$ cat src/design/tcct_pkg.sv
// package for the client connection table: codes, types, widths
// no dependencies
package tcct_pkg;
    localparam int NumEntriesDefault = 8;
    localparam int MaxOut = 8;

    typedef enum logic [2:0] {
        CMD_OPEN = 3'd0, CMD_CONNECT = 3'd1, CMD_DISCONNECT = 3'd2,
        CMD_CLOSE = 3'd3, CMD_RXSEG = 3'd4, CMD_TICK = 3'd5
    } t_cmd;

    localparam logic [1:0] ST_CLOSED = 2'd0;
    localparam logic [1:0] ST_SYNSENT = 2'd1;
    localparam logic [1:0] ST_CONNECTED = 2'd2;
    localparam logic [1:0] ST_FINWAIT = 2'd3;

    localparam logic [2:0] EV_OK = 3'd0;
    localparam logic [2:0] EV_FAIL = 3'd1;
    localparam logic [2:0] EV_SENT = 3'd2;
    localparam logic [2:0] EV_CONNECTED = 3'd3;
    localparam logic [2:0] EV_SYN_GIVEUP = 3'd4;
    localparam logic [2:0] EV_DISCONNECTED = 3'd5;
    localparam logic [2:0] EV_FIN_GIVEUP = 3'd6;
    localparam logic [2:0] EV_NOTHING = 3'd7;

    localparam logic [1:0] SEG_SYN = 2'd0;
    localparam logic [1:0] SEG_SYNACK = 2'd1;
    localparam logic [1:0] SEG_FIN = 2'd2;
    localparam logic [1:0] SEG_FINACK = 2'd3;

    localparam logic CFG_SYN_LIMIT = 1'b0;
    localparam logic CFG_FIN_LIMIT = 1'b1;

    typedef enum logic [2:0] {
        S_IDLE, S_SCAN, S_EMIT, S_WAIT, S_DONE
    } t_state;

    // controller to datapath
    typedef struct packed {
        logic load;      // capture input word, reset scan index
        logic step;      // process the entry under the index, advance
        logic single;    // run the direct command on the selected entry
        logic finish;    // close out a scan command
    } t_dp_cmd;

    // datapath to controller
    typedef struct packed {
        logic scan_cmd;  // captured command scans the table
        logic scan_end;  // index passed the last entry, the scan hit, or MaxOut results went out
        logic emit;      // a result word is pending
    } t_dp_stat;
endpackage

$ cat src/design/tcct_ctrl.sv
// controller for the client connection table: sequences scans and results
// depends on tcct_pkg
module tcct_ctrl
    import tcct_pkg::*;
(
    input  logic     i_clk,
    input  logic     i_rst_n,
    input  logic     i_in_fire,
    input  logic     i_out_free,
    input  t_dp_stat i_stat,
    output t_dp_cmd  o_cmd,
    output logic     o_busy
);
    t_state r_state, n_state;

    always_ff @(posedge i_clk) begin
        if (!i_rst_n) r_state <= S_IDLE;
        else r_state <= n_state;
    end

    always_comb begin
        n_state = r_state;
        o_cmd = '0;
        o_busy = (r_state != S_IDLE);
        unique case (r_state)
            S_IDLE: begin
                if (i_in_fire) begin
                    o_cmd.load = 1'b1;
                    n_state = S_SCAN;
                end
            end
            S_SCAN: begin
                if (!i_out_free) begin
                    n_state = S_SCAN;
                end else if (!i_stat.scan_cmd) begin
                    o_cmd.single = 1'b1;
                    n_state = S_IDLE;
                end else if (i_stat.scan_end) begin
                    o_cmd.finish = 1'b1;
                    n_state = S_IDLE;
                end else begin
                    o_cmd.step = 1'b1;
                end
            end
            default: n_state = S_IDLE;
        endcase
    end
endmodule

$ cat src/design/tcct_dp.sv
// datapath for the client connection table: entry state and result register
// depends on tcct_pkg
module tcct_dp
    import tcct_pkg::*;
#(
    parameter int NUM_ENTRIES = NumEntriesDefault
) (
    input  logic        i_clk,
    input  logic        i_rst_n,
    input  t_dp_cmd     i_cmd,
    output t_dp_stat    o_stat,
    input  logic [3:0]  i_cfg_syn,
    input  logic [3:0]  i_cfg_fin,
    input  logic [2:0]  i_command,
    input  logic [2:0]  i_socket_id,
    input  logic [15:0] i_port,
    input  logic [15:0] i_rx_src_port,
    input  logic [15:0] i_rx_dest_port,
    input  logic [1:0]  i_rx_type,
    input  logic [31:0] i_rx_ack_number,
    input  logic        i_out_taken,
    output logic        o_out_valid,
    output logic [2:0]  o_event_res,
    output logic [2:0]  o_entry_id,
    output logic [15:0] o_tx_src_port,
    output logic [15:0] o_tx_dest_port,
    output logic [31:0] o_tx_seq_number,
    output logic [1:0]  o_tx_type,
    output logic        o_last
);
    localparam int IW = (NUM_ENTRIES > 1) ? $clog2(NUM_ENTRIES) : 1;
    localparam int CW = $clog2(NUM_ENTRIES + 1);

    logic [NUM_ENTRIES-1:0] r_in_use;
    logic [1:0]  r_link [NUM_ENTRIES];
    logic [15:0] r_lport [NUM_ENTRIES];
    logic [15:0] r_rport [NUM_ENTRIES];
    logic [31:0] r_seq [NUM_ENTRIES];
    logic [3:0]  r_sends [NUM_ENTRIES];

    logic [2:0]  r_cmd, r_sid;
    logic [15:0] r_port, r_rsrc, r_rdst;
    logic [1:0]  r_rtype;
    logic [31:0] r_rack;
    logic [CW-1:0] r_idx;
    logic [3:0]  r_nout;
    logic        r_hit;

    logic        r_ov;
    logic [2:0]  r_ev, r_id;
    logic [15:0] r_txs, r_txd;
    logic [31:0] r_txq;
    logic [1:0]  r_txt;
    logic        r_last;

    logic [IW-1:0] cur;
    logic          idx_end;
    logic          sid_ok;
    logic [IW-1:0] s;
    logic          is_scan;

    assign cur = r_idx[IW-1:0];
    assign idx_end = (r_idx == CW'(NUM_ENTRIES));
    assign s = IW'(r_sid);
    assign sid_ok = (int'(r_sid) < NUM_ENTRIES) && r_in_use[s];
    assign is_scan = (r_cmd == CMD_OPEN) || (r_cmd == CMD_RXSEG) || (r_cmd == CMD_TICK);

    assign o_stat.scan_cmd = is_scan;
    assign o_stat.scan_end = idx_end || r_hit || (r_nout == 4'(MaxOut));
    assign o_stat.emit = r_ov;

    always_ff @(posedge i_clk) begin
        logic [1:0] st;
        logic [3:0] lim;
        logic       put;
        logic [2:0] ev;
        logic [2:0] id;
        logic [1:0] tt;
        logic       seg;
        logic       lst;
        st = r_link[cur];
        lim = (st == ST_SYNSENT) ? i_cfg_syn : i_cfg_fin;
        put = 1'b0; ev = EV_NOTHING; id = 3'd0; tt = SEG_SYN; seg = 1'b0; lst = 1'b0;
        if (!i_rst_n) begin
            r_in_use <= '0;
            r_ov <= 1'b0;
            r_idx <= '0;
            r_nout <= '0;
            r_hit <= 1'b0;
            for (int k = 0; k < NUM_ENTRIES; k++) begin
                r_link[k] <= ST_CLOSED;
                r_lport[k] <= '0;
                r_rport[k] <= '0;
                r_seq[k] <= '0;
                r_sends[k] <= '0;
            end
        end else begin
            if (i_cmd.load) begin
                r_cmd <= i_command; r_sid <= i_socket_id; r_port <= i_port;
                r_rsrc <= i_rx_src_port; r_rdst <= i_rx_dest_port;
                r_rtype <= i_rx_type; r_rack <= i_rx_ack_number;
                r_idx <= '0; r_nout <= '0; r_hit <= 1'b0;
            end
            if (i_cmd.step) begin
                r_idx <= r_idx + 1'b1;
                unique case (r_cmd)
                    CMD_OPEN: if (!r_in_use[cur]) begin
                        r_in_use[cur] <= 1'b1; r_link[cur] <= ST_CLOSED;
                        r_lport[cur] <= r_port; r_rport[cur] <= '0;
                        r_seq[cur] <= '0; r_sends[cur] <= '0;
                        r_hit <= 1'b1; put = 1'b1; ev = EV_OK; id = 3'(cur); lst = 1'b1;
                    end
                    CMD_RXSEG: if (r_in_use[cur] && r_lport[cur] == r_rdst
                                   && r_rport[cur] == r_rsrc) begin
                        r_hit <= 1'b1; put = 1'b1; lst = 1'b1;
                        if (r_rtype == SEG_SYNACK && st == ST_SYNSENT) begin
                            r_link[cur] <= ST_CONNECTED; r_seq[cur] <= r_rack;
                            ev = EV_CONNECTED; id = 3'(cur);
                        end else if (r_rtype == SEG_FINACK && st == ST_FINWAIT) begin
                            r_link[cur] <= ST_CLOSED;
                            ev = EV_DISCONNECTED; id = 3'(cur);
                        end
                    end
                    default: if (r_in_use[cur] && (st == ST_SYNSENT || st == ST_FINWAIT)) begin
                        put = 1'b1; id = 3'(cur);
                        r_nout <= r_nout + 1'b1;
                        if (r_sends[cur] < lim) begin
                            r_sends[cur] <= r_sends[cur] + 1'b1;
                            ev = EV_SENT; seg = 1'b1;
                            tt = (st == ST_SYNSENT) ? SEG_SYN : SEG_FIN;
                        end else begin
                            r_link[cur] <= ST_CLOSED;
                            ev = (st == ST_SYNSENT) ? EV_SYN_GIVEUP : EV_FIN_GIVEUP;
                        end
                    end
                endcase
            end
            if (i_cmd.finish) begin
                // scan ended without a hit: open fails, rx and empty tick give nothing;
                // a tick that emitted already closes with a marker-only fix
                if (!r_hit && (r_cmd != CMD_TICK || r_nout == 4'd0)) begin
                    put = 1'b1; lst = 1'b1;
                    ev = (r_cmd == CMD_OPEN) ? EV_FAIL : EV_NOTHING;
                end
            end
            if (i_cmd.single) begin
                put = 1'b1; lst = 1'b1; ev = EV_FAIL; id = r_sid;
                unique case (r_cmd)
                    CMD_CONNECT: if (sid_ok && r_link[s] == ST_CLOSED) begin
                        r_rport[s] <= r_port; r_link[s] <= ST_SYNSENT; r_sends[s] <= 4'd1;
                        ev = EV_SENT; seg = 1'b1; tt = SEG_SYN; id = 3'(s);
                    end
                    CMD_DISCONNECT: if (sid_ok && r_link[s] == ST_CONNECTED) begin
                        r_link[s] <= ST_FINWAIT; r_sends[s] <= 4'd1;
                        ev = EV_SENT; seg = 1'b1; tt = SEG_FIN; id = 3'(s);
                    end
                    CMD_CLOSE: if (sid_ok && r_link[s] == ST_CLOSED) begin
                        r_in_use[s] <= 1'b0; r_sends[s] <= '0;
                        ev = EV_OK; id = 3'(s);
                    end
                    default: id = 3'd0;
                endcase
            end
            if (put) begin
                r_ov <= 1'b1;
                r_ev <= ev; r_id <= id; r_last <= lst;
                r_txs <= seg ? r_lport[i_cmd.single ? s : cur] : 16'd0;
                r_txd <= seg ? (i_cmd.single && r_cmd == CMD_CONNECT ? r_port
                               : r_rport[i_cmd.single ? s : cur]) : 16'd0;
                r_txq <= seg ? r_seq[i_cmd.single ? s : cur] : 32'd0;
                r_txt <= seg ? tt : 2'd0;
            end else if (i_out_taken) begin
                r_ov <= 1'b0;
            end
        end
    end

    assign o_out_valid = r_ov;
    assign o_event_res = r_ev;
    assign o_entry_id = r_id;
    assign o_tx_src_port = r_txs;
    assign o_tx_dest_port = r_txd;
    assign o_tx_seq_number = r_txq;
    assign o_tx_type = r_txt;
    assign o_last = r_last;
endmodule

$ cat src/design/transport_client_connection_table.sv
// top level of the client connection table
// depends on tcct_pkg, tcct_ctrl, tcct_dp
//
// usage
// - slave channel takes one command word; master channel returns one or
//   more result words, the final one flagged by m_axis_tlast
// - commands open, connect, disconnect, close, received segment, tick
// - direct commands (connect, disconnect, close) give one result word
// - open and received segment scan the entries one a cycle, while the
//   output is free, until a hit; tick walks the entries the same way up
//   to MaxOut results, and emits at most one result per entry
// - the next command word is taken the cycle after its last result word is
//   taken
// - the dp result register and the holding stage hold results while the
//   receiver stalls; the scan pauses until the dp word can move on
// - reset clears every entry to free and closed, and both retry limits to 5
// - the user writes retry limits on the plain config port only while idle; the block does not enforce it
// - a tick that ends after emitting results carries tlast on its last word;
//   the last result word is marked by lookahead in the holding stage
module transport_client_connection_table
    import tcct_pkg::*;
#(
    parameter int NUM_ENTRIES = NumEntriesDefault
) (
    input  logic        i_clk,
    input  logic        i_rst_n,
    input  logic        s_axis_tvalid,
    output logic        s_axis_tready,
    // [2:0] command, [5:3] socket_id, [21:6] port, [37:22] rx_src_port,
    // [53:38] rx_dest_port, [55:54] rx_type, [87:56] rx_ack_number
    input  logic [87:0] s_axis_tdata,
    output logic        m_axis_tvalid,
    input  logic        m_axis_tready,
    // [2:0] event_res, [5:3] entry_id, [21:6] tx_src_port,
    // [37:22] tx_dest_port, [69:38] tx_seq_number, [71:70] tx_type
    output logic [71:0] m_axis_tdata,
    output logic        m_axis_tlast,
    input  logic        i_cfg_we,
    input  logic        i_cfg_index,
    input  logic [3:0]  i_cfg_data
);
    logic [3:0] r_syn_lim, r_fin_lim;
    t_dp_cmd  cmd;
    t_dp_stat stat;
    logic busy, dv, dl;
    logic [2:0] ev, id;
    logic [15:0] ts, td;
    logic [31:0] tq;
    logic [1:0] tt;
    // holding stage so tlast can be set when a tick ends after emitting results
    logic r_hv, r_hl;
    logic [71:0] r_hd;
    logic take_dp, dp_free;
    logic hold_go;

    always_ff @(posedge i_clk) begin
        if (!i_rst_n) begin
            r_syn_lim <= 4'd5;
            r_fin_lim <= 4'd5;
        end else if (i_cfg_we) begin
            if (i_cfg_index == CFG_SYN_LIMIT) r_syn_lim <= i_cfg_data;
            else r_fin_lim <= i_cfg_data;
        end
    end

    assign s_axis_tready = !busy && !dv && !r_hv;

    // the holding word goes out only once its successor or the end is known
    assign hold_go = r_hv && (r_hl || dv || !busy);
    assign m_axis_tvalid = hold_go;
    assign m_axis_tdata = r_hd;
    assign m_axis_tlast = r_hl || (!dv && !busy);

    // hand dp word to holding stage when it is empty or being drained
    assign take_dp = dv && (!r_hv || (hold_go && m_axis_tready));
    // the scan may place a new word when the dp register is empty or moving on
    assign dp_free = !dv || take_dp;

    always_ff @(posedge i_clk) begin
        if (!i_rst_n) begin
            r_hv <= 1'b0;
            r_hl <= 1'b0;
        end else begin
            if (take_dp) begin
                r_hv <= 1'b1;
                r_hl <= dl;
                r_hd <= {tt, tq, td, ts, id, ev};
            end else if (hold_go && m_axis_tready) begin
                r_hv <= 1'b0;
            end
        end
    end

    tcct_ctrl u_ctrl (
        .i_clk(i_clk), .i_rst_n(i_rst_n),
        .i_in_fire(s_axis_tvalid && s_axis_tready),
        .i_out_free(dp_free), .i_stat(stat), .o_cmd(cmd), .o_busy(busy)
    );

    tcct_dp #(.NUM_ENTRIES(NUM_ENTRIES)) u_dp (
        .i_clk(i_clk), .i_rst_n(i_rst_n), .i_cmd(cmd), .o_stat(stat),
        .i_cfg_syn(r_syn_lim), .i_cfg_fin(r_fin_lim),
        .i_command(s_axis_tdata[2:0]), .i_socket_id(s_axis_tdata[5:3]),
        .i_port(s_axis_tdata[21:6]), .i_rx_src_port(s_axis_tdata[37:22]),
        .i_rx_dest_port(s_axis_tdata[53:38]), .i_rx_type(s_axis_tdata[55:54]),
        .i_rx_ack_number(s_axis_tdata[87:56]),
        .i_out_taken(take_dp),
        .o_out_valid(dv), .o_event_res(ev), .o_entry_id(id),
        .o_tx_src_port(ts), .o_tx_dest_port(td), .o_tx_seq_number(tq),
        .o_tx_type(tt), .o_last(dl)
    );
endmodule

$ cat config.mk
export PLATFORM = sky130hd
export DESIGN_NAME = transport_client_connection_table
export DESIGN_NICKNAME = d
export VERILOG_FILES = /design/src/design/tcct_pkg.sv /design/src/design/tcct_ctrl.sv /design/src/design/tcct_dp.sv /design/src/design/transport_client_connection_table.sv
export SDC_FILE = /design/constraint.sdc
export NUM_CORES = 1
export LEC_CHECK = 0
export BUFFER_PORTS_ARGS = -buffer_cell sky130_fd_sc_hd__buf_2
export CAP_MARGIN = 20
export CORE_ASPECT_RATIO = 1.1
export CORE_UTILIZATION = 50
export CTS_CLUSTER_SIZE = 40
export DETAILED_ROUTE_END_ITERATION = 8
export PLACE_DENSITY = 0.68
export SLEW_MARGIN = 40
export SYNTH_ARGS = -nofsm -noshare
export SYNTH_HDL_FRONTEND = slang
export SYNTH_SLANG_ARGS = --single-unit
export TNS_END_PERCENT = 10
$ cat constraint.sdc
create_clock -name i_clk -period 21.2 [get_ports i_clk]
set_input_delay 4.24 -clock i_clk [delete_from_list [all_inputs] [get_ports i_clk]]
set_output_delay 4.24 -clock i_clk [all_outputs]
set_load 0.02 [all_outputs]
==> results.md <==
- Post-route clock period utilization: between 30% and 40%
- Slowest CP cell: or3_1
- First-pass GRT wire length: roughly 150000 um
- Slew HR: 39.8%
- Crit. End Element: flop
- Min-delay src: u_dp.o_tx_dest_port[1]
- CP Max Fanout: 32
- Post-CTS resize count: 0
- Placeable Area: around 74000 um2
- Cells after DPL: about 3600
- Largest net degree at the start of global routing: between 80 and 90
- NumNets Final: roughly 2800
- Synthesis-stage register bit count: 826
- Mapped Cells: 2571
- Die area: 76100 um2
- Worst hold margin: 420 ps
- Setup TNS: 0 ps
- Fmax: ~130 MHz
- Status: completed
- Finished Layout Cells: 3752
- Max Buffers Root-to-Sink: 3
- Die Span Y: a little under 300 um
- VDD IR-drop max: ~0.070 mV
- Leak Pwr: around 15 nW
- Sequential share of the synthesized area: 65.2%
- Ys flop type: edfxtp_1
- Cell taking the most area after synthesis: edfxtp_1
- Vias in the first global route: 23400
- # fillers: slightly below 6000
- Area delta synth->final: 12.8%
- Per-cell routed wire length: 26.4 um
- PwrDens: 84.1 nW/um2
- R2R Setup Slk: 15150 ps
- CP startpoint kind: input port
- Routed WL: between 90000 and 100000 um
- Drt first pass iters: 7
- Area contributors post-synth: edfxtp_1 63%, mux4_2 10%, and2_1 5.6%, nor2_1 2.4%, nand2_1 2.3%
- DR vias/cell: 6.13
- Synth top area share: a little under two thirds
- TritonCTS Buffers: 86
- Clk Latency, worst-skew pair: around 650 ps
- Antenna Violating Nets Remaining: 0
- Commonest non-fill, non-tap cell in the layout: edfxtp_1
- Worst flop-to-flop path endpoint: u_dp.o_tx_dest_port[8]
- Initial Utilization: 50.9%
- Initial antenna violation count: 1
- Largest stage delay, worst path: 720 ps
- Grt ovf: 0
- Crit path cell chain: buf_2 > and3b_1 > a2111oi_1 > nand2_1 > nor3_1 > nand3_2 > or3_1 > a22oi_2 > buf_4
- FP Rows: 104
- Async set-reset flop share out of synthesis: 0%
- Final Wtd Congestion: between 0.9 and 1
- Number of enable flip-flop cells after synthesis: 791
- Worst Setup Path Type: in -> reg
- Cell variety after synth: 72
- Setup Buffers After CTS: 0
- YS warnings: 0
- CP required: 21480 ps
- Skew final: 26.5 ps
- Mean Syn Cell Area: 14.6 um2
- Worst Reg-to-Reg Cells: 11
- Clk sinks: 826
- # setup viols final: 0
- Min Clock Period, post-route: between 7000 and 8000 ps
- Pin slew with the least headroom to its limit: around 900 ps
- Post-route DRC: 0
- Overall Global Routing Usage: 26.1%
- Synth Cell Area: 37500 um2
- Initial DRC count: approximately 2500
- Hold Path Class: reg -> reg
- Slew Limit Fails: 0
- Ant diodes: 0
- Clock root buffer: clkbuf_16
- Share of cells above drive strength 1: between 20% and 30%
- Most frequent cells in the layout: 791 x edfxtp_1, 335 x and2_1, 234 x nor2_1, 225 x nand2_1, 171 x buf_2
- Cell depth of the worst hold path: 0
- HPWL after detailed placement: 61500 um
- WHS Endpoint: m_axis_tdata[23]
- Io pins: roughly 170
- CTS H-Tree Depth: 3
- # hold bufs at CTS: 0
- Unrepaired setup endpoints after global routing: no
- TritonCTS clock tree: yes
- Mapped Nets: 2677
- Chip width: approximately 260 um
- Reg clk slew, reported paths: around 60 ps
- Via count: around 23000
- Final Hold Fails: 0
- CP Data Arrival Time: 7950 ps
- Max cap viols: 0
- Buffers on Ports: 171
worst max path at each step:
| stage | start | to | slack, ps | depth (start not counted) |
|---|---|---|---|---|
| after floorplan | m_axis_tready | u_dp.o_entry_id[0] | 11340 | 7 |
| after global placement | m_axis_tready | u_dp.o_tx_dest_port[9] | 12760 | 8 |
| after detailed placement | m_axis_tready | u_dp.r_seq[0][7] | 12710 | 9 |
| after CTS | m_axis_tready | u_dp.r_seq[0][18] | 13390 | 9 |
| after global routing | m_axis_tready | u_dp.r_seq[0][18] | 13240 | 9 |
| final | m_axis_tready | u_dp.r_seq[0][7] | 13530 | 9 |
per-stage QoR:
stage	instance area [um2]	power (mW)	setup WS [ps]	utilization [%]
final	42300	3.55	13530	57.4
after global routing	42300	3.65	13240	57.4
after CTS	42200	3.57	13390	57.3
after detailed placement	39400	2.10	12710	53.5
after global placement	39300	2.09	12760	53.4
after floorplan	37500	2.02	11340	-
layout make-up:
class | count | area (um2) | area share, %
inverters | 19 | 73.8 | 0.175
flip-flops and latches | 826 | 24500 | 57.9
repair buffers | 234 | 1430 | 3.37
clock buffers | 102 | 2240 | 5.31
clock inverters | 56 | 522 | 1.23
multi-input cells | 1561 | 12400 | 29.2
well taps | 954 | 1190 | 2.82
synth_stat cells, types with 26 or more instances:
cell type and n:
clkbuf_1 95, and2_1 336, and3_1 90, mux2i_1 83, mux4_2 169, edfxtp_1 791
nand2_1 231, nor2_1 236, xnor2_1 28, a21oi_1 95, o21ai_0 26, dfxtp_1 35
buf_2 45
worst max-delay path, delay by kind of cell:
kind                   cells  cell delay, ps
AND/OR/NAND/NOR            5            2180
AO/OA/AOI/OAI              2             860
buffers and inverters      2             640
metal layers:
metal / track usage [%] / vias to the layer above / wire, um
met3: 4.04 / 230 / 7510
met4: 10.5 / 0 / 3550
met5: 0 / - / 0
li1: - / 10000 / -
met2: 46.0 / 1150 / 51000
met1: 32.5 / 11600 / 37100
registers in the layout (all words and copies together) (netlist names), 2 cells and up, named ones only:
signal                cells
u_dp.o_event_res          3
u_dp.r_rdst              16
u_dp.r_link              16
u_dp.r_idx                4
u_dp.r_lport            128
u_dp.o_tx_seq_number     32
m_axis_tdata             71
u_dp.r_rack              32
u_dp.r_in_use             8
u_dp.o_entry_id           3
u_dp.r_cmd                3
r_syn_lim                 4
u_dp.r_sid                3
u_dp.r_rtype              2
u_dp.o_tx_src_port       16
r_fin_lim                 4
u_dp.r_port              16
u_dp.r_rport            128
u_dp.r_nout               4
u_dp.r_sends             32
u_dp.r_rsrc              16
u_dp.r_seq              256
u_dp.o_tx_dest_port      16
power breakdown:
group	total, mW	internal, mW	switching, mW
combinational	0.191	0.0753	0.116
clock	1.49	0.846	0.640
sequential	1.88	1.84	0.0364
kinds of logic after synthesis:
family	synth area share (%)
XOR/XNOR	0.794
multiplexers	12.9
flip-flops	65.2
adder cells (fa/ha/maj)	0.267
AND/OR/NAND/NOR	14.0
other	0.0100
buffers and inverters	2.32
AO/OA/AOI/OAI	4.50
Note: power is estimated with default switching activity, not from simulation.
